===== src/rtl/scf_pkg.sv =====
package scf_pkg;

  // Compare condition codes
  typedef enum logic [3:0] {
    COND_UNCOND   = 4'd0,
    COND_EQ       = 4'd1,
    COND_INC      = 4'd2,
    COND_DEC      = 4'd3,
    COND_INC_BY   = 4'd4,
    COND_DEC_BY   = 4'd5,
    COND_NE_PREV  = 4'd6,
    COND_EQ_PREV  = 4'd7,
    COND_GT       = 4'd8,
    COND_LT       = 4'd9
  } cond_t;

  // Configuration register indexes
  localparam logic [1:0] CFG_CONDITION     = 2'd0;
  localparam logic [1:0] CFG_COMPARE_VALUE = 2'd1;
  localparam logic [1:0] CFG_ELEMENT_BYTES = 2'd2;

  localparam logic [14:0] COUNT_MAX = 15'h7fff;
  localparam logic [31:0] BYTE_MASK = 32'h0000_00ff;
  localparam logic [31:0] HALF_MASK = 32'h0000_ffff;

  // Classified element as it travels from front to back
  typedef struct packed {
    logic        pass_start;
    logic        in_range;
    logic [11:0] idx;
    logic [31:0] value;
    logic [2:0]  nbytes;
  } item_t;

  // One result transfer
  typedef struct packed {
    logic        matched;
    logic        still_candidate;
    logic [14:0] match_count;
  } result_t;

  // Value mask for a normalized element size (1, 2 or 4 bytes)
  function automatic logic [31:0] size_mask(input logic [2:0] nbytes);
    logic [31:0] m;
    begin
      m = '1;
      if (nbytes == 3'd1) begin
        m = BYTE_MASK;
      end else if (nbytes == 3'd2) begin
        m = HALF_MASK;
      end
      return m;
    end
  endfunction

endpackage


===== src/rtl/scf_queue.sv =====
module scf_queue (
  input  logic           clk,
  input  logic           rst_n,
  input  logic           push_valid,
  output logic           push_ready,
  input  scf_pkg::item_t push_item,
  output logic           pop_valid,
  input  logic           pop_ready,
  output scf_pkg::item_t pop_item
);
  import scf_pkg::*;

  item_t      store_r [2];
  logic       wr_ptr_r;
  logic       rd_ptr_r;
  logic [1:0] count_r;
  logic       push;
  logic       pop;

  assign push_ready = (count_r != 2'd2);
  assign pop_valid  = (count_r != 2'd0);
  assign pop_item   = store_r[rd_ptr_r];
  assign push       = push_valid && push_ready;
  assign pop        = pop_valid && pop_ready;

  // Pointers and fill level
  always_ff @(posedge clk) begin
    if (!rst_n) begin
      wr_ptr_r <= 1'b0;
      rd_ptr_r <= 1'b0;
      count_r  <= 2'd0;
    end else begin
      if (push) wr_ptr_r <= ~wr_ptr_r;
      if (pop)  rd_ptr_r <= ~rd_ptr_r;
      count_r <= count_r + {1'b0, push} - {1'b0, pop};
    end
  end

  // Entry storage
  always_ff @(posedge clk) begin
    if (push) store_r[wr_ptr_r] <= push_item;
  end

endmodule


===== config.mk =====
export PLATFORM = sky130hd
export DESIGN_NAME = scf_queue
export DESIGN_NICKNAME = d
export VERILOG_FILES = /design/src/rtl/scf_pkg.sv /design/src/rtl/scf_queue.sv
export SDC_FILE = /design/constraint.sdc
export NUM_CORES = 1
export LEC_CHECK = 0
export ABC_AREA = 1
export BUFFER_PORTS_ARGS = -buffer_cell sky130_fd_sc_hd__buf_4
export CORE_MARGIN = 2
export CORE_UTILIZATION = 52
export CTS_CLUSTER_DIAMETER = 200
export DETAILED_ROUTE_END_ITERATION = 8
export PLACE_DENSITY = 0.78
export SYNTH_ARGS = -nofsm -noshare
export SYNTH_HDL_FRONTEND = slang
export SYNTH_SLANG_ARGS = --single-unit

===== constraint.sdc =====
create_clock -name clk -period 4.1 [get_ports clk]
set_input_delay 1.23 -clock clk [delete_from_list [all_inputs] [get_ports clk]]
set_output_delay 1.23 -clock clk [all_outputs]
set_load 0.05 [all_outputs]

## Word-level counts from Yosys, hierarchy flattened

Memories as Yosys holds them, arrays and structs flattened. A register that Yosys moved wholly into a read port is not among the register bits.
Index checks and enable logic that the tools add are counted.

- Add/sub/neg operators: 2
- Eq/ne operators: 1
- Muxes and demuxes: 4
- Bitwise logic cells: 2
- Reduce and logical (&&, ||, !) cells: 3

Operators by type and width:

| kind | number |
|---|---|
| $mux W1 | 4 |
| $add A2 B1 Y2 | 1 |
| $logic_and A1 B1 Y1 | 2 |
| $ne A2 B2 Y1 const B | 1 |
| $not A1 Y1 | 2 |
| $reduce_bool A2 Y1 | 1 |
| $sub A2 B1 Y2 | 1 |

- Register bits after elaboration: 4
- RAM bits: 98
- Logic and storage cells: 16
- Memories: 1

Memories:

| name | depth | bits a word | read ports | clocked after memory_dff | wr ports | RTL line | RTL |
|---|---|---|---|---|---|---|---|
| store_r | 2 | 49 | 1 | 1 | 1 | scf_queue.sv:13 | `item_t store_r [2];` |

## Logic depth before layout (Yosys ltp)

- Word-level depth: 4
- Mapped depth: 11

## Worst setup path before layout

OpenSTA, ideal clock, no wires.

- Path type: input -> register
- Start point: input push_valid
- End point: memory store_r[0][0] in the netlist's numbering, enable pin
- Setup time: 456 ps
- Arrival: 3379 ps
- Slack: 265 ps
- Stages: 2
- Cell sequence: nand2_1 > nor2_1

- Longest elaborated chain between the ends: 3

Ends and longest elaborated chain:

| item | RTL line | RTL |
|---|---|---|
| from (decl) | scf_queue.sv:4 | `input logic push_valid,` |
| $logic_and A1 B1 Y1 | scf_queue.sv:23 | `assign push = push_valid && push_ready;` |
| $mux W1 | scf_queue.sv:41 | `if (push) store_r[wr_ptr_r] <= push_item;` |
| $mux W1 (not written as such) | scf_queue.sv:41 |  |
| to (decl) | scf_queue.sv:13 |  |

Every way passes these cells.

==> metrics.cfg <==
[synthesis]
ys_seq_area_share_pct = 79.6
synthMuxAreaShare_pct = 15.4
yosys.area_share.simple_pct = 2.06
syn_nets = 243
syn_area_um2 = 3820
synth_fa_ha_area_share_pct = 0.655
synth_top_family_by_area = multiplexers
synth.avg_cell_area_um2 = 20.3
synth.distinct_cells = 13
synth_top_area_share_pct = 77.0
synth-xor-area-share_pct = 0
synth_seq_cells = 103
synth_compound_area_share_pct = 0.262
synth.area.top_cells = edfxtp_1, mux2_2, mux2_4
synth.largest_area_cell = edfxtp_1
synthCells = 188
ys.warnings.count = 0

[route]
finalWirelength_um = 6280
drcViolationCount = 0
first_iter_violations = 106
wl_per_cell_um = 15.5
vias_per_cell = 4.86
vias = 1964
drt_first_pass_iters = 6
ant_nets = 0

[layout]
final_cell_area_um2 = 4870
final_util_pct = 67.8
syn_to_final_growth_pct = 27.3
drive_above_1_share_pct = 56.4
layout.nets = 355
n_antenna_cell = 0

[timing]
period_minus_slack_ns = 3.17
tightest_slew_ns = 1.04
skew_ns = 0.00905
layout_setup_ws_ns = 0.928
hold_viol = 0
maxClockFrequency_ghz = 0.315
rsz0062_at_grt = false
setup_violations = 0
maxSlewHeadroom_pct = 30.2
period_share_pct = 77.4
final.setup.tns_ns = 0
maxSlewViolCount = 0

[cts]
cts_tree = yes
htreeDepth = 3
cts_hold_buffers = 0
clk_path_buf_depth = 2
cts-root-buf = clkbuf_8
cts_buffers = 9
clock_sinks = 103
clkLatencyLatePin_ns = 0.35
postCtsSetupRepairBufs = 0
post_cts_resized = 0
clkSlewWorstSetupHoldPaths_ns = 0.08

[critical_path]
start_kind = flop
critPathCaptureType = output pin
criticalPathCategory = reg -> out
critPathRequiredTime_ns = 2.87
cp_max_fo = 21
critical_path_arrival_ns = 1.94

[pwr]
powerDensity_nw_per_um2 = 651
irDropWorstVdd_mv = 0.433
power_leakage_nw = 1.86

[die]
rows = 31
io_pins = 104
core_area_um2 = 7180
die_w_um = 89.7
start_util_pct = 53.3
fp.dieH_um = 89.7
fp.dieArea_um2 = 8050

[global_routing]
grt_max_degree = 50
antenna_found_initial = 0
track_usage_pct = 15.8
grt-ovfl-total = 0
grt_pass1_wl_um = 9710
grt_pass1_vias = 2020

[place]
placed_area_um2 = 4700
hpwl_um = 4250
place_congestion = 0.763
preCtsSetupSlack_ns = 1.27
io_buffers = 103

[hold_path]
min_path_type = reg -> reg

[run_status]
status = finished, final reports clean

[run]
drv_cap = 0

-- stage by stage --
step | hold WS, ns | power, mW | std cells
final | 0.532 | 3.17 | 404
after global routing | 0.575 | 3.30 | 404
after CTS | 0.518 | 3.20 | 404
after detailed placement | 0.498 | 2.67 | 388
after global placement | 0.489 | 2.65 | 388
after floorplan | 0.467 | 2.33 | 188
-- synthesized netlist by cell type, drive strengths merged --
cell type,instances
ha,2
edfxtp,98
inv,7
dfxtp,5
mux2,49
nor2,8
nand3,3
a21oi,2
nand2,9
buf,5
-- sequential cells by signal, indices dropped and copies added, names as in the netlist, named ones only --
signal    cells
store_r      98
count_r       2
rd_ptr_r      1
wr_ptr_r      1
-- critical path, stage by stage (launching register included) --
cell and delay (ns):
dfxtp_2 0.66, buf_4 0.36, mux2_2 0.38, buf_4 0.19
-- cells by family (layout without fill, tap and decap cells) --
group / Yosys count / after routing
compound gates: 2 / 2
fa+ha+maj: 2 / 2
buf+inv: 12 / 129
flops: 103 / 103
mux: 49 / 49
simple gates: 20 / 20
-- per-layer routing --
| metal | track usage [%] | up-vias | wire [um] |
|---|---|---|---|
| met5 | 0 | - | 0 |
| met2 | 26.8 | 69 | 3250 |
| li1 | - | 939 | - |
| met4 | 6.92 | 0 | 95 |
| met1 | 19.2 | 947 | 2520 |
| met3 | 4.27 | 9 | 409 |
-- area by class of cell --
cell class | instances | area [um2]
fillers | 502 | 2310
clock buffers | 10 | 128
well taps | 99 | 124
flip-flops and latches | 103 | 3040
inverters | 7 | 26.3
multi-input cells | 73 | 711
repair buffers | 106 | 796
clock inverters | 6 | 37.5
-- worst paths after layout --
kind,slack (ns),depth (start not counted),end,startpoint
min reg2reg,0.53,2,rd_ptr_r$_SDFFE_PN0P_,rd_ptr_r$_SDFFE_PN0P_
min,0.53,2,rd_ptr_r$_SDFFE_PN0P_,rd_ptr_r$_SDFFE_PN0P_
max reg2reg,2.18,5,store_r[0][32]$_DFFE_PP_,count_r[0]$_SDFF_PN0_
max,0.93,3,pop_item[1],flop
-- layout by cell type, fill, tap and decap left out --
cell | Yosys | layout
buf_4 | 3 | 106
edfxtp_1 | 98 | 98
mux2_2 | 39 | 39
mux2_4 | 10 | 10
nand2_1 | 9 | 9
clkbuf_8 | 0 | 9
nor2_1 | 8 | 7
inv_1 | 7 | 6
dfxtp_1 | 5 | 4
nand3_1 | 3 | 3
a21oi_1 | 2 | 2
ha_1 | 2 | 2
clkinv_2 | 0 | 2
clkinvlp_4 | 0 | 2
inv_2 | 0 | 1
nor2_4 | 0 | 1
dfxtp_2 | 0 | 1
clkinv_4 | 0 | 1
clkinv_1 | 0 | 1
clkbuf_1 | 0 | 1
-- report_power, final --
part           internal, mW  switching (mW)  total, mW
registers              1.33          0.0641       1.40
logic                 0.421           0.814       1.24
clock network         0.218           0.317      0.534
total                  1.97            1.20       3.17
Power figures use the tool's default switching activity.
