$ cat src/rtl/scf_pkg.sv
package scf_pkg;

  // Compare condition codes
  typedef enum logic [3:0] {
    COND_UNCOND   = 4'd0,
    COND_EQ       = 4'd1,
    COND_INC      = 4'd2,
    COND_DEC      = 4'd3,
    COND_INC_BY   = 4'd4,
    COND_DEC_BY   = 4'd5,
    COND_NE_PREV  = 4'd6,
    COND_EQ_PREV  = 4'd7,
    COND_GT       = 4'd8,
    COND_LT       = 4'd9
  } cond_t;

  // Configuration register indexes
  localparam logic [1:0] CFG_CONDITION     = 2'd0;
  localparam logic [1:0] CFG_COMPARE_VALUE = 2'd1;
  localparam logic [1:0] CFG_ELEMENT_BYTES = 2'd2;

  localparam logic [14:0] COUNT_MAX = 15'h7fff;
  localparam logic [31:0] BYTE_MASK = 32'h0000_00ff;
  localparam logic [31:0] HALF_MASK = 32'h0000_ffff;

  // Classified element as it travels from front to back
  typedef struct packed {
    logic        pass_start;
    logic        in_range;
    logic [11:0] idx;
    logic [31:0] value;
    logic [2:0]  nbytes;
  } item_t;

  // One result transfer
  typedef struct packed {
    logic        matched;
    logic        still_candidate;
    logic [14:0] match_count;
  } result_t;

  // Value mask for a normalized element size (1, 2 or 4 bytes)
  function automatic logic [31:0] size_mask(input logic [2:0] nbytes);
    logic [31:0] m;
    begin
      m = '1;
      if (nbytes == 3'd1) begin
        m = BYTE_MASK;
      end else if (nbytes == 3'd2) begin
        m = HALF_MASK;
      end
      return m;
    end
  endfunction

endpackage

$ cat src/rtl/scf_front.sv
module scf_front #(
  parameter int REGION_ELEMENTS = 4096
) (
  input  logic          in_valid,
  output logic          in_ready,
  input  logic          in_pass_start,
  input  logic [11:0]   in_element_index,
  input  logic [31:0]   in_current_value,
  input  logic [2:0]    element_bytes,
  input  logic          clearing,
  output logic          push_valid,
  input  logic          push_ready,
  output scf_pkg::item_t push_item
);
  import scf_pkg::*;

  logic [2:0] nbytes;

  // Hold input off during the post-reset clearing sweep
  assign in_ready   = push_ready && !clearing;
  assign push_valid = in_valid && !clearing;

  // Normalize size: 1 or 2 bytes as given, anything else is a word
  always_comb begin
    case (element_bytes)
      3'd1:    nbytes = 3'd1;
      3'd2:    nbytes = 3'd2;
      default: nbytes = 3'd4;
    endcase
  end

  // Classify: mask value, check index against region size
  always_comb begin
    push_item.pass_start = in_pass_start;
    push_item.in_range   = ({20'd0, in_element_index} < 32'(REGION_ELEMENTS));
    push_item.idx        = in_element_index;
    push_item.value      = in_current_value & size_mask(nbytes);
    push_item.nbytes     = nbytes;
  end

endmodule

$ cat config.mk
export PLATFORM = sky130hd
export DESIGN_NAME = scf_front
export DESIGN_NICKNAME = d
export VERILOG_FILES = /design/src/rtl/scf_pkg.sv /design/src/rtl/scf_front.sv
export SDC_FILE = /design/constraint.sdc
export NUM_CORES = 1
export LEC_CHECK = 0
export BUFFER_PORTS_ARGS = -buffer_cell sky130_fd_sc_hd__buf_2
export CORE_MARGIN = 1
export CORE_UTILIZATION = 24
export DETAILED_ROUTE_END_ITERATION = 6
export PLACE_DENSITY = 0.88
export SYNTH_ARGS = -nofsm -noshare
export SYNTH_HDL_FRONTEND = slang
export SYNTH_SLANG_ARGS = --single-unit
export TNS_END_PERCENT = 30
$ cat constraint.sdc
create_clock -name vclk -period 2.05
set_input_delay 0.1025 -clock vclk [all_inputs]
set_output_delay 0.1025 -clock vclk [all_outputs]
set_load 0.02 [all_outputs]
# Word level (Yosys, flattened, before mapping)
# Cells that the tools add are included.
[word_totals]
out_inout_bits = 51
word_cells = 11
n_memories = 0
ram_bits = 0
romBits = 0
latchBits = 0
reg_bits = 0
[classes]
n_div = 0
bitwise = 1
order_cmp = 0
n_mul = 0
n_reduce_logical = 3
n_eq_ne = 4
shift = 0
n_addsub = 0
mux = 3
[op_table]
columns = ["operator", "count"]
rows = [
  ["$mux W32", 2],
  ["$and A32 B32 Y32", 1],
  ["$eq A3 B1 Y1 const B", 2],
  ["$eq A3 B2 Y1 const B", 2],
  ["$pmux W3 S2", 1],
  ["$logic_and A1 B1 Y1", 2],
  ["$logic_not A1 Y1", 1],
]

# Depth between registers and ports, before layout
# Gate-level depths: netlist (run 1).
[depth]
word_depth = 6
mapped_depth = 4

# Worst setup path after synthesis (run 1)
# Ideal clock, no wire load.
[synth_timing]
path_kind = "input-to-output"
startpoint = "input element_bytes[0]"
endpoint = "output push_item[1] (netlist name)"
n_path_buf = 0
cell_stages = 3
required_ps = 1947
path_slack_ps = 407
arrival_ps = 1540
path_cell_list = "or3b_1 > ha_1 > nor4b_1"
[synth_lines]
columns = ["item", "line", "rtl"]
rows = [
  ["start: declaration", "scf_front.sv:9", "input logic [2:0] element_bytes,"],
  ["end: declaration", "scf_front.sv:13", "output scf_pkg::item_t push_item"],
]

==> results of run 1 <==
-- worst min path at each step --
stage / from / depth (start not counted) / end / slack, ps
floorplan: clearing / 1 / in_ready / 280
global placement: in_element_index[3] / 0 / push_item[38] / 210
detailed placement: in_element_index[3] / 0 / push_item[38] / 210
CTS: in_element_index[3] / 0 / push_item[38] / 210
global route: in_element_index[9] / 0 / push_item[44] / 210
finish: in_element_index[0] / 0 / push_item[35] / 210
-- area by class of cell --
| class | instances | share of cell area, % |
|---|---|---|
| multi-input cells | 33 | 41.9 |
| repair buffers | 59 | 54.4 |
| well taps | 16 | 3.69 |
-- layout by cell type, fill, tap and decap left out --
| cell type | n |
|---|---|
| sky130_fd_sc_hd__and2b_1 | 2 |
| sky130_fd_sc_hd__buf_2 | 59 |
| sky130_fd_sc_hd__conb_1 | 1 |
| sky130_fd_sc_hd__ha_1 | 2 |
| sky130_fd_sc_hd__nor2b_1 | 24 |
| sky130_fd_sc_hd__nor3b_1 | 1 |
| sky130_fd_sc_hd__nor4b_1 | 1 |
| sky130_fd_sc_hd__or3b_1 | 2 |
-- metrics by stage --
| step | utilization, % | power (mW) |
|---|---|---|
| CTS | 35.6 | 0.159 |
| finish | 35.6 | 0.157 |
| detailed placement | 35.6 | 0.159 |
| global placement | 35.6 | 0.156 |
| global route | 35.6 | 0.169 |
| floorplan | - | 0.154 |
-- Yosys cell counts --
cell and number:
sky130_fd_sc_hd__ha_1 2, sky130_fd_sc_hd__nor3b_1 1, sky130_fd_sc_hd__nor2b_1 24, sky130_fd_sc_hd__buf_2 1
sky130_fd_sc_hd__nor4b_1 1, sky130_fd_sc_hd__or3b_1 2, sky130_fd_sc_hd__buf_4 22, sky130_fd_sc_hd__and2b_1 2
sky130_fd_sc_hd__conb_1 1
-- cells by family after synthesis --
| logic type | share of synthesized area, % |
|---|---|
| other | 0.942 |
| adder cells (fa/ha/maj) | 6.29 |
| AND/OR/NAND/NOR | 50.0 |
| buffers and inverters | 42.8 |
-- per-layer routing --
| metal | routed length, um | share of wire (%) | GRT usage, % |
|---|---|---|---|
| met3 | 188 | 18 | 2.13 |
| met5 | 0 | 0 | 0 |
| met2 | 563 | 54 | 21.2 |
| met1 | 272 | 26 | 7.44 |
| met4 | 24 | 2.3 | 4.38 |
-- power by group --
part	leakage, nW	switching (mW)	internal [mW]	total [mW]
registers	0	0	0	0
clock network	0	0	0	0
logic	0.337	0.0906	0.0663	0.157
total	0.337	0.0906	0.0663	0.157
==> flow_results.org, run 1 <==
** STA
- Number of endpoints with negative hold slack in the final report :: 0
- Tcrit/Tclk final :: 81.1%
- Total count of max-transition violations in the final report :: 0
- The worst path needs between 1500 and 2000 ps of the cycle, external delays included.
- For this run, the top clock speed supported by timing is 0.601 GHz.
- Setup violations remaining at the end of the flow were counted as 0.
- Final hold analysis gives a worst-case slack of 205 ps.
- Summed over all failing endpoints, the final setup total negative slack is 0 ps.
- RSZ-0062 raised after global routing :: no
- In the post-route analysis, the smallest setup slack over all paths is 387 ps.

** Critical path
- Tracing the worst setup path back leads to its startpoint at element_bytes[0].
- The critical path crosses 5 cells after its start point.
- Data required, critical path :: about 2000 ps
- The most critical setup path has its endpoint at push_item[23].
- Buffer and inverter count on the worst path :: 2
- Max FO, Critical Path :: 16
- STA classifies the critical path startpoint as a primary input.
- The most numerous cell type found on the critical path is sky130_fd_sc_hd__buf_2.
- Worst path slowest cell :: sky130_fd_sc_hd__ha_1
- The critical path goes through buf_2 > or3b_1 > ha_1 > and2b_1 > buf_2.
- The worst setup path is captured at an output port.
- For this run, the slowest stage of the critical path takes ~560 ps.
- Data arrives at the worst endpoint at 1560 ps.
- Type of the worst setup path :: primary input to output port
- CP top delay family :: simple AND/OR/NAND/NOR gates

** Routing
- The routed design has 1050 um of wire.
- Antenna violation net count after detailed routing :: 0
- DRC viols :: 0
- Mean routed wirelength per cell :: 9.70 um
- Number of vias in the routed layout :: between 400 and 500
- DRC marker count from the first detailed-route iteration :: 3
- The first detailed-routing pass took 3 iterations.
- Average via count per standard cell :: 4.16

** GRT
- Wire length of the first global-routing pass :: 1430 um
- After global routing the overflow that remains totals 0.
- The via count of the first global-routing pass was 356.
- Initial antenna violation count :: 0
- Entering global routing, the biggest net connects 17 pins.
- Total GRT Usage :: 9.69%

** Power and ir drop
- Areal power density over the cells :: 289 nW/um2
- Largest voltage drop on the vdd net :: slightly above 0.09 mV
- Leak :: 0.337 nW

** Clock network
- After clock tree synthesis, the setup repair step added 0 buffers.
- Post-CTS repair changed the size of 0 cells.
- For this design, the CTS-stage hold fixing added 0 buffers.

** Logic synthesis
- Ranked by total cell area, the synthesized netlist is headed by sky130_fd_sc_hd__buf_4 (42%), sky130_fd_sc_hd__nor2b_1 (38%), sky130_fd_sc_hd__ha_1 (6.3%).
- Avg Synthesized Cell Area :: 7.11 um2
- The number of nets handed over by synthesis was 109.
- After synthesis, the netlist uses 9 different library cells.
- Yosys synthesis warning count :: 0
- The synthesized design devotes to its leading area cell type 41.5% of total area.
- Cell area after technology mapping :: 398 um2
- The cell count after synthesis came out at 56.
- Register area share after synthesis :: 0%
- The biggest area contributor in the post-synthesis netlist is sky130_fd_sc_hd__buf_4.

** Final layout
- Share of final-layout standard cells stronger than drive strength 1 :: 64.1%
- The net count of the finished layout is around 150.
- The multi-input combinational cells in the finished layout cover a total of 228 um2.
- Registers take 0 um2.
- Final instance area :: roughly 540 um2
- Counting the clock-network buffers in the layout gives 0.
- Fill cells in the final layout number ~160.
- Number of flip-flops and latches :: 0
- Count of placed standard cells in the final layout, fillers left out :: 108
- ANT cells :: 0
- From synthesis to final layout, the design area changed by 36.5%.

** Floorplan
- 102 I/O pins were placed.
- In this run the core area contains 14 standard-cell rows.
- Die outline area :: approximately 1800 um2
- Measured along the y axis, the die boundary spans about 43 um.
- For this configuration, the core starts out at a cell density of between 20% and 30%.
- Measured along the x axis, the die boundary spans approximately 43 um.
- Floorplan Core Area :: 1520 um2

** Hold path
- The tightest min-delay check is of the primary input to output port type.

** Place
- HPWL after DPL :: 955 um
- Worst setup slack before clock tree synthesis :: 345 ps
- Once placement completed, the tool counted placed cells totaling 108.
- Cell area after placement :: about 540 um2
- Placer Congestion :: 0.568
- The count of buffers added on input and output ports is 59.

** Run status
- The run finished with clean final reports.

** Run
- Number of maximum-capacitance constraint violations :: 0
No activity file was read; power rests on OpenSTA's default activity.
==> run 2, diff against run 1 <==
--- a/config.mk
+++ b/config.mk
@@ -7,9 +7,9 @@
 export LEC_CHECK = 0
 export BUFFER_PORTS_ARGS = -buffer_cell sky130_fd_sc_hd__buf_2
 export CORE_MARGIN = 1
-export CORE_UTILIZATION = 24
+export CORE_UTILIZATION = 20
 export DETAILED_ROUTE_END_ITERATION = 6
-export PLACE_DENSITY = 0.88
+export PLACE_DENSITY = 0.78
 export SYNTH_ARGS = -nofsm -noshare
 export SYNTH_HDL_FRONTEND = slang
 export SYNTH_SLANG_ARGS = --single-unit
==> constraint.sdc (replaced) <==
create_clock -name vclk -period 1.4
set_input_delay 0.07 -clock vclk [all_inputs]
set_output_delay 0.07 -clock vclk [all_outputs]
set_load 0.02 [all_outputs]
==> run 2 against run 1 <==
Compared with the run above: sequential cell count unchanged; setup slack worse by 340 ps; via count grew 6.5%; non-clock buffer count increased by 3; cell area grew 17%; critical path type unchanged.
==> flow_results.org, run 2 (synthesis results as in run 1) <==
** STA
- Setup violators final :: 0
- Total count of max-transition violations in the final report :: 0
- Tcrit/Tclk final :: 96.9%
- Highest achievable clock rate :: approximately 0.74 GHz
- Crit path setup slack, layout :: ~44 ps
- RSZ-0062 raised after global routing :: no
- Number of endpoints with negative hold slack in the final report :: 0
- Setup Total Neg Slack :: 0 ps
- Min Tclk post-route :: 1360 ps
- Final hold analysis gives a worst-case slack of around 140 ps.

** Power and ir drop
- For this design the static power due to leakage is 0.362 nW.
- Summing internal, switching and leakage power gives 0.263 mW.
- Largest voltage drop on the vdd net :: approximately 0.14 mV
- Dividing total power by cell area gives a power density of approximately 420 nW/um2.

** Place
- Worst setup slack before clock tree synthesis :: -63.5 ps
- Counting tap cells, the placed design contains a total of 120 instances.
- During placement, the flow inserted port buffers numbering 59.
- Cell area after placement :: 596 um2
- At the end of routability-driven placement, the weighted congestion stood at 0.852.

** GRT
- The via count of the first global-routing pass was roughly 410.
- Global routing finished with a remaining overflow of 0.
- Initial antenna violation count :: 0
- The first global-routing pass estimated between 1000 and 1500 um of wire.
- In the global route stage, overall resource usage came out at under 10%.
- Entering global routing, the biggest net connects 15 pins.

** Final layout
- Number of nets at the end of the flow :: 150
- Fill cells in the final layout number between 150 and 200.
- Final instance area :: 633 um2
- Count of placed standard cells in the final layout, fillers left out :: 120
- Layout area overhead :: 59.1%
- Leaving out fill and tap cells, the most frequent cells in the layout are sky130_fd_sc_hd__buf_2 (52), sky130_fd_sc_hd__nor2b_1 (24), sky130_fd_sc_hd__buf_4 (9).
- Most common cell after layout, fill and taps aside :: sky130_fd_sc_hd__buf_2
- Sequential cells placed in the final layout were counted as 0.
- After layout, the clock buffer instance count stands at 0.
- Across the whole layout, storage elements account for 0 um2.
- Cells fill 35.1% of the core in the end.
- Cells with a size suffix above 1 make up 70.5% of the layout.
- ANT cells :: 0

** Critical path
- Data on the critical path is required at its endpoint by ~1300 ps.
- The setup path with the least slack is of type primary input to output port.
- The kind of cell with the highest combined delay along the critical path is simple AND/OR/NAND/NOR gates.
- Crit path capture type :: output port
- Buffer and inverter count on the worst path :: 3
- Kind of start point of the critical path :: primary input
- Data arrives at the worst endpoint at approximately 1300 ps.
- The signal on the critical path passes through buf_2 > or3b_4 > ha_4 > buf_12 > nor2b_1 > buf_4.
- Worst path slowest cell :: sky130_fd_sc_hd__or3b_4
- In this design, the stage delay of the slowest critical-path cell is 400 ps.
- In this run the worst path has a maximum fanout of 14.

** Floorplan
- Site row count :: 15
- In this run the standard cell core region covers roughly 1800 um2.
- Die outline area :: ~2200 um2
- Initial standard-cell utilization of the core :: 22.1%
- Height of the die :: 46.6 um
- For this design the top-level I/O count stands at 102.
- The floorplan step set the die width to 46.6 um.

** Hold path
- In this run the most critical hold path is launched from in_element_index[3].
- The worst hold path terminates at push_item[38].
- The min-delay analysis places its worst path in the category primary input to output port.
- WHS Path Cells :: 0

** Routing
- In this run the remaining antenna-violating nets after routing total 0.
- Across all layers, the routed design uses 478 vias.
- Mean routed wirelength per cell :: 10.1 um
- Average via count per standard cell :: 3.98
- The detailed router finished its first iteration with 0 violations.
- DRC viols :: 0
- After detailed routing, the total wire length is 1220 um.
- Number of detailed-routing iterations run before antenna repair :: 1

** Run status
- The flow ran to the end, and the final reports show no timing, DRC or antenna violations.

** Run
- Number of maximum-capacitance constraint violations :: 0

** Clock network
- Buffers added to address setup during post-CTS repair amount to 0.
## run 2: repair_timing
item / in CTS / in global routing
setup endpoints to repair: 14 / 14
hold buffers: 0 / 0
gates resized for setup: 2 / 9
cloned: 0 / 0
## run 2: per-layer routing
| layer | up-vias | routed length (um) | GRT usage, % |
|---|---|---|---|
| met2 | 54 | 737 | 26.4 |
| met1 | 197 | 297 | 3.91 |
| met3 | 0 | 181 | 1.18 |
| met5 | - | 0 | 0 |
| met4 | 0 | 0 | 1.18 |
| li1 | 227 | - | - |
## run 2: cell type report
class	instances	area, um2	area share (%)
timing repair buffer	62	348	54.9
multi-input combinational	33	254	40.1
tap	25	31.3	4.94
## run 2: worst max path at each step
| stage | slack [ps] | endpoint | startpoint | cells after the start |
|---|---|---|---|---|
| floorplan | 20 | push_item[24] | element_bytes[0] | 4 |
| global placement | -30 | push_item[25] | element_bytes[0] | 6 |
| detailed placement | -60 | push_item[25] | element_bytes[0] | 6 |
| CTS | 20 | push_item[25] | element_bytes[1] | 6 |
| global route | 4 | push_item[25] | element_bytes[1] | 6 |
| finish | 40 | push_item[25] | element_bytes[1] | 6 |
## run 2: power by group
group	internal, mW	switching, mW	total [mW]	leakage (nW)
Combinational	0.123	0.141	0.263	0.362
Sequential	0	0	0	0
Clock	0	0	0	0
==> run 3, diff against run 2 <==
--- a/config.mk
+++ b/config.mk
@@ -10,6 +10,7 @@
 export CORE_UTILIZATION = 20
 export DETAILED_ROUTE_END_ITERATION = 6
 export PLACE_DENSITY = 0.78
+export RECOVER_POWER = 50
 export SYNTH_ARGS = -nofsm -noshare
 export SYNTH_HDL_FRONTEND = slang
 export SYNTH_SLANG_ARGS = --single-unit
==> run 3 against run 2 <==
Compared with the run above: critical path depth stayed put; setup slack hardly changed; via count stayed put; largest power group unchanged.
==> flow_results.org, run 3 (synthesis results as in run 1) <==
** STA
- Total count of max-transition violations in the final report :: 0
- Setup violations remaining at the end of the flow were counted as 0.
- Hold is met by roughly 140 ps.
- The smallest clock period supported by the final layout is computed as ~1400 ps.
- Number of endpoints with negative hold slack in the final report :: 0
- RSZ-0062 raised after global routing :: no
- Timing would allow up to around 0.74 GHz.
- After layout, the worst path uses 96.9% of the clock period.

** Routing
- For this run, the detailed router's first-pass iteration total came to 1.
- Average via count per standard cell :: around 4
- In the final routed layout, each cell accounts on average for slightly above 10 um.
- DRC viols :: 0
- For this block, the initial DRC count from the detailed router was 0.
- Across all layers, the routed design uses around 480 vias.
- Summed over all layers, the routed wires come to 1220 um.
- Once detail routing completed, the nets flagged for antenna violations numbered 0.

** Power and ir drop
- Of the total power, the share spent switching nets is 53.6%.
- Sequential share of power :: 0%
- The internal power of the cells totals 0.122 mW.
- Areal power density over the cells :: 417 nW/um2
- Clock share of power :: 0%
- Combinational fraction of design power :: 100.0%
- Overall power of the completed layout :: 0.263 mW
- IR analysis of the VDD net gives a maximum drop of 0.142 mV.
- Leak :: 0.351 nW
- For this design the total switching power over the nets is 0.141 mW.

** Final layout
- The repair_antennas step left the layout with diodes totalling 0.
- Final standard cell utilization of the core :: between 30% and 40%
- Layout area overhead :: 58.2%
- For this run, the post-layout net count is 150.
- The library cell used most frequently in the layout, excluding fill and tap cells, is sky130_fd_sc_hd__buf_2.
- The library cells used most frequently in the layout, excluding fill and tap cells, are sky130_fd_sc_hd__buf_2 (49), sky130_fd_sc_hd__nor2b_1 (24), sky130_fd_sc_hd__buf_4 (9).
- Number of flip-flops and latches :: 0
- Counting the clock-network buffers in the layout gives 0.
- In the final layout, flip-flops and latches occupy 0 um2.
- The post-route netlist has 67.4% of its cells at a drive strength greater than 1.
- Fill count :: about 200

** GRT
- The number of antenna violations at the first check in global routing was 0.
- Global routing used a little under a tenth of the available tracks.
- Leftover overflow at the end of global routing :: 0
- Wire length of the first global-routing pass :: ~1500 um
- Vias in the first global route :: just over 400
- Maximum number of pins on one net before global-route repair :: 15

** Floorplan
- Pin placement for this block handled 102 I/O pins.
- Initial standard-cell utilization of the core :: approximately 22%
- The initialized floorplan defines 15 standard-cell rows.
- Height of the die :: 46.6 um
- Die width :: 46.6 um
- The floorplan step defined a die boundary enclosing 2170 um2.
- In this run the standard cell core region covers between 1500 and 2000 um2.

** Critical path
- Kind of start point of the critical path :: primary input
- In this run the worst path has a maximum fanout of 14.
- Type of the worst setup path :: primary input to output port
- Data on the critical path is required at its endpoint by 1330 ps.
- The worst setup path is captured at an output port.
- Arrival time at the worst endpoint :: 1290 ps

** Clock network
- For this design, the CTS-stage hold fixing added 0 buffers.
- Buffers added to address setup during post-CTS repair amount to 0.
- Post-CTS repair changed the size of 2 cells.

** Place
- Port buffering added 59 buffers.
- At the end of routability-driven placement, the weighted congestion stood at between 0.8 and 0.9.

** Hold path
- WHS Path Cells :: 0
- Hold endpoint :: push_item[38]
- Worst hold start :: in_element_index[3]
- The worst hold path belongs to the class primary input to output port.

** Run status
- Status :: complete, no violations

** Run
- Number of maximum-capacitance constraint violations :: 0
==> run 3: cell type report <==
class / count / area (um2) / share of cell area, %
timing repair buffer: 62 / 344 / 54.7
multi-input combinational: 33 / 254 / 40.4
tap: 25 / 31.3 / 4.97
==> run 3: worst max-delay path, cell delays in order <==
cell and delay [ps]:
sky130_fd_sc_hd__buf_2 120, sky130_fd_sc_hd__or3b_4 400, sky130_fd_sc_hd__ha_4 260, sky130_fd_sc_hd__buf_12 140
sky130_fd_sc_hd__nor2b_1 130, sky130_fd_sc_hd__buf_4 160
==> run 3: how the worst max path moves through the flow <==
stage	cells past startpoint	end	start
global placement	6	push_item[25]	element_bytes[0]
global route	6	push_item[25]	element_bytes[1]
detailed placement	6	push_item[25]	element_bytes[0]
finish	6	push_item[25]	element_bytes[1]
floorplan	4	push_item[24]	element_bytes[0]
CTS	6	push_item[25]	element_bytes[1]
==> run 3: routing by layer <==
metal / wire length, um / vias to the layer above / global-route usage, % / part of all wire (%)
li1: - / 227 / - / -
met4: 0 / 0 / 1.18 / 0
met5: 0 / - / 0 / 0
met2: 739 / 54 / 26.4 / 60
met3: 183 / 0 / 1.18 / 15
met1: 301 / 197 / 3.91 / 25
==> run 3: per-stage QoR <==
| stage | std cells | area (um2) | setup slack, ps | setup TNS [ps] |
|---|---|---|---|---|
| 2_1_floorplan | 56 | 404 | 19.8 | 0 |
| 3_3_place_gp | 120 | 596 | -28.6 | -102 |
| 3_5_place_dp | 120 | 596 | -63.5 | -421 |
| 4_1_cts | 120 | 611 | 15.7 | 0 |
| 5_1_grt | 120 | 629 | 4.29 | 0 |
| 6_report | 120 | 629 | 43.4 | 0 |
==> run 3: power by group through the flow <==
stage	clock network (mW)	registers, mW	logic [mW]
after CTS	0	0	0.253
after floorplan	0	0	0.226
final	0	0	0.263
after detailed placement	0	0	0.248
after global placement	0	0	0.244
after global routing	0	0	0.283
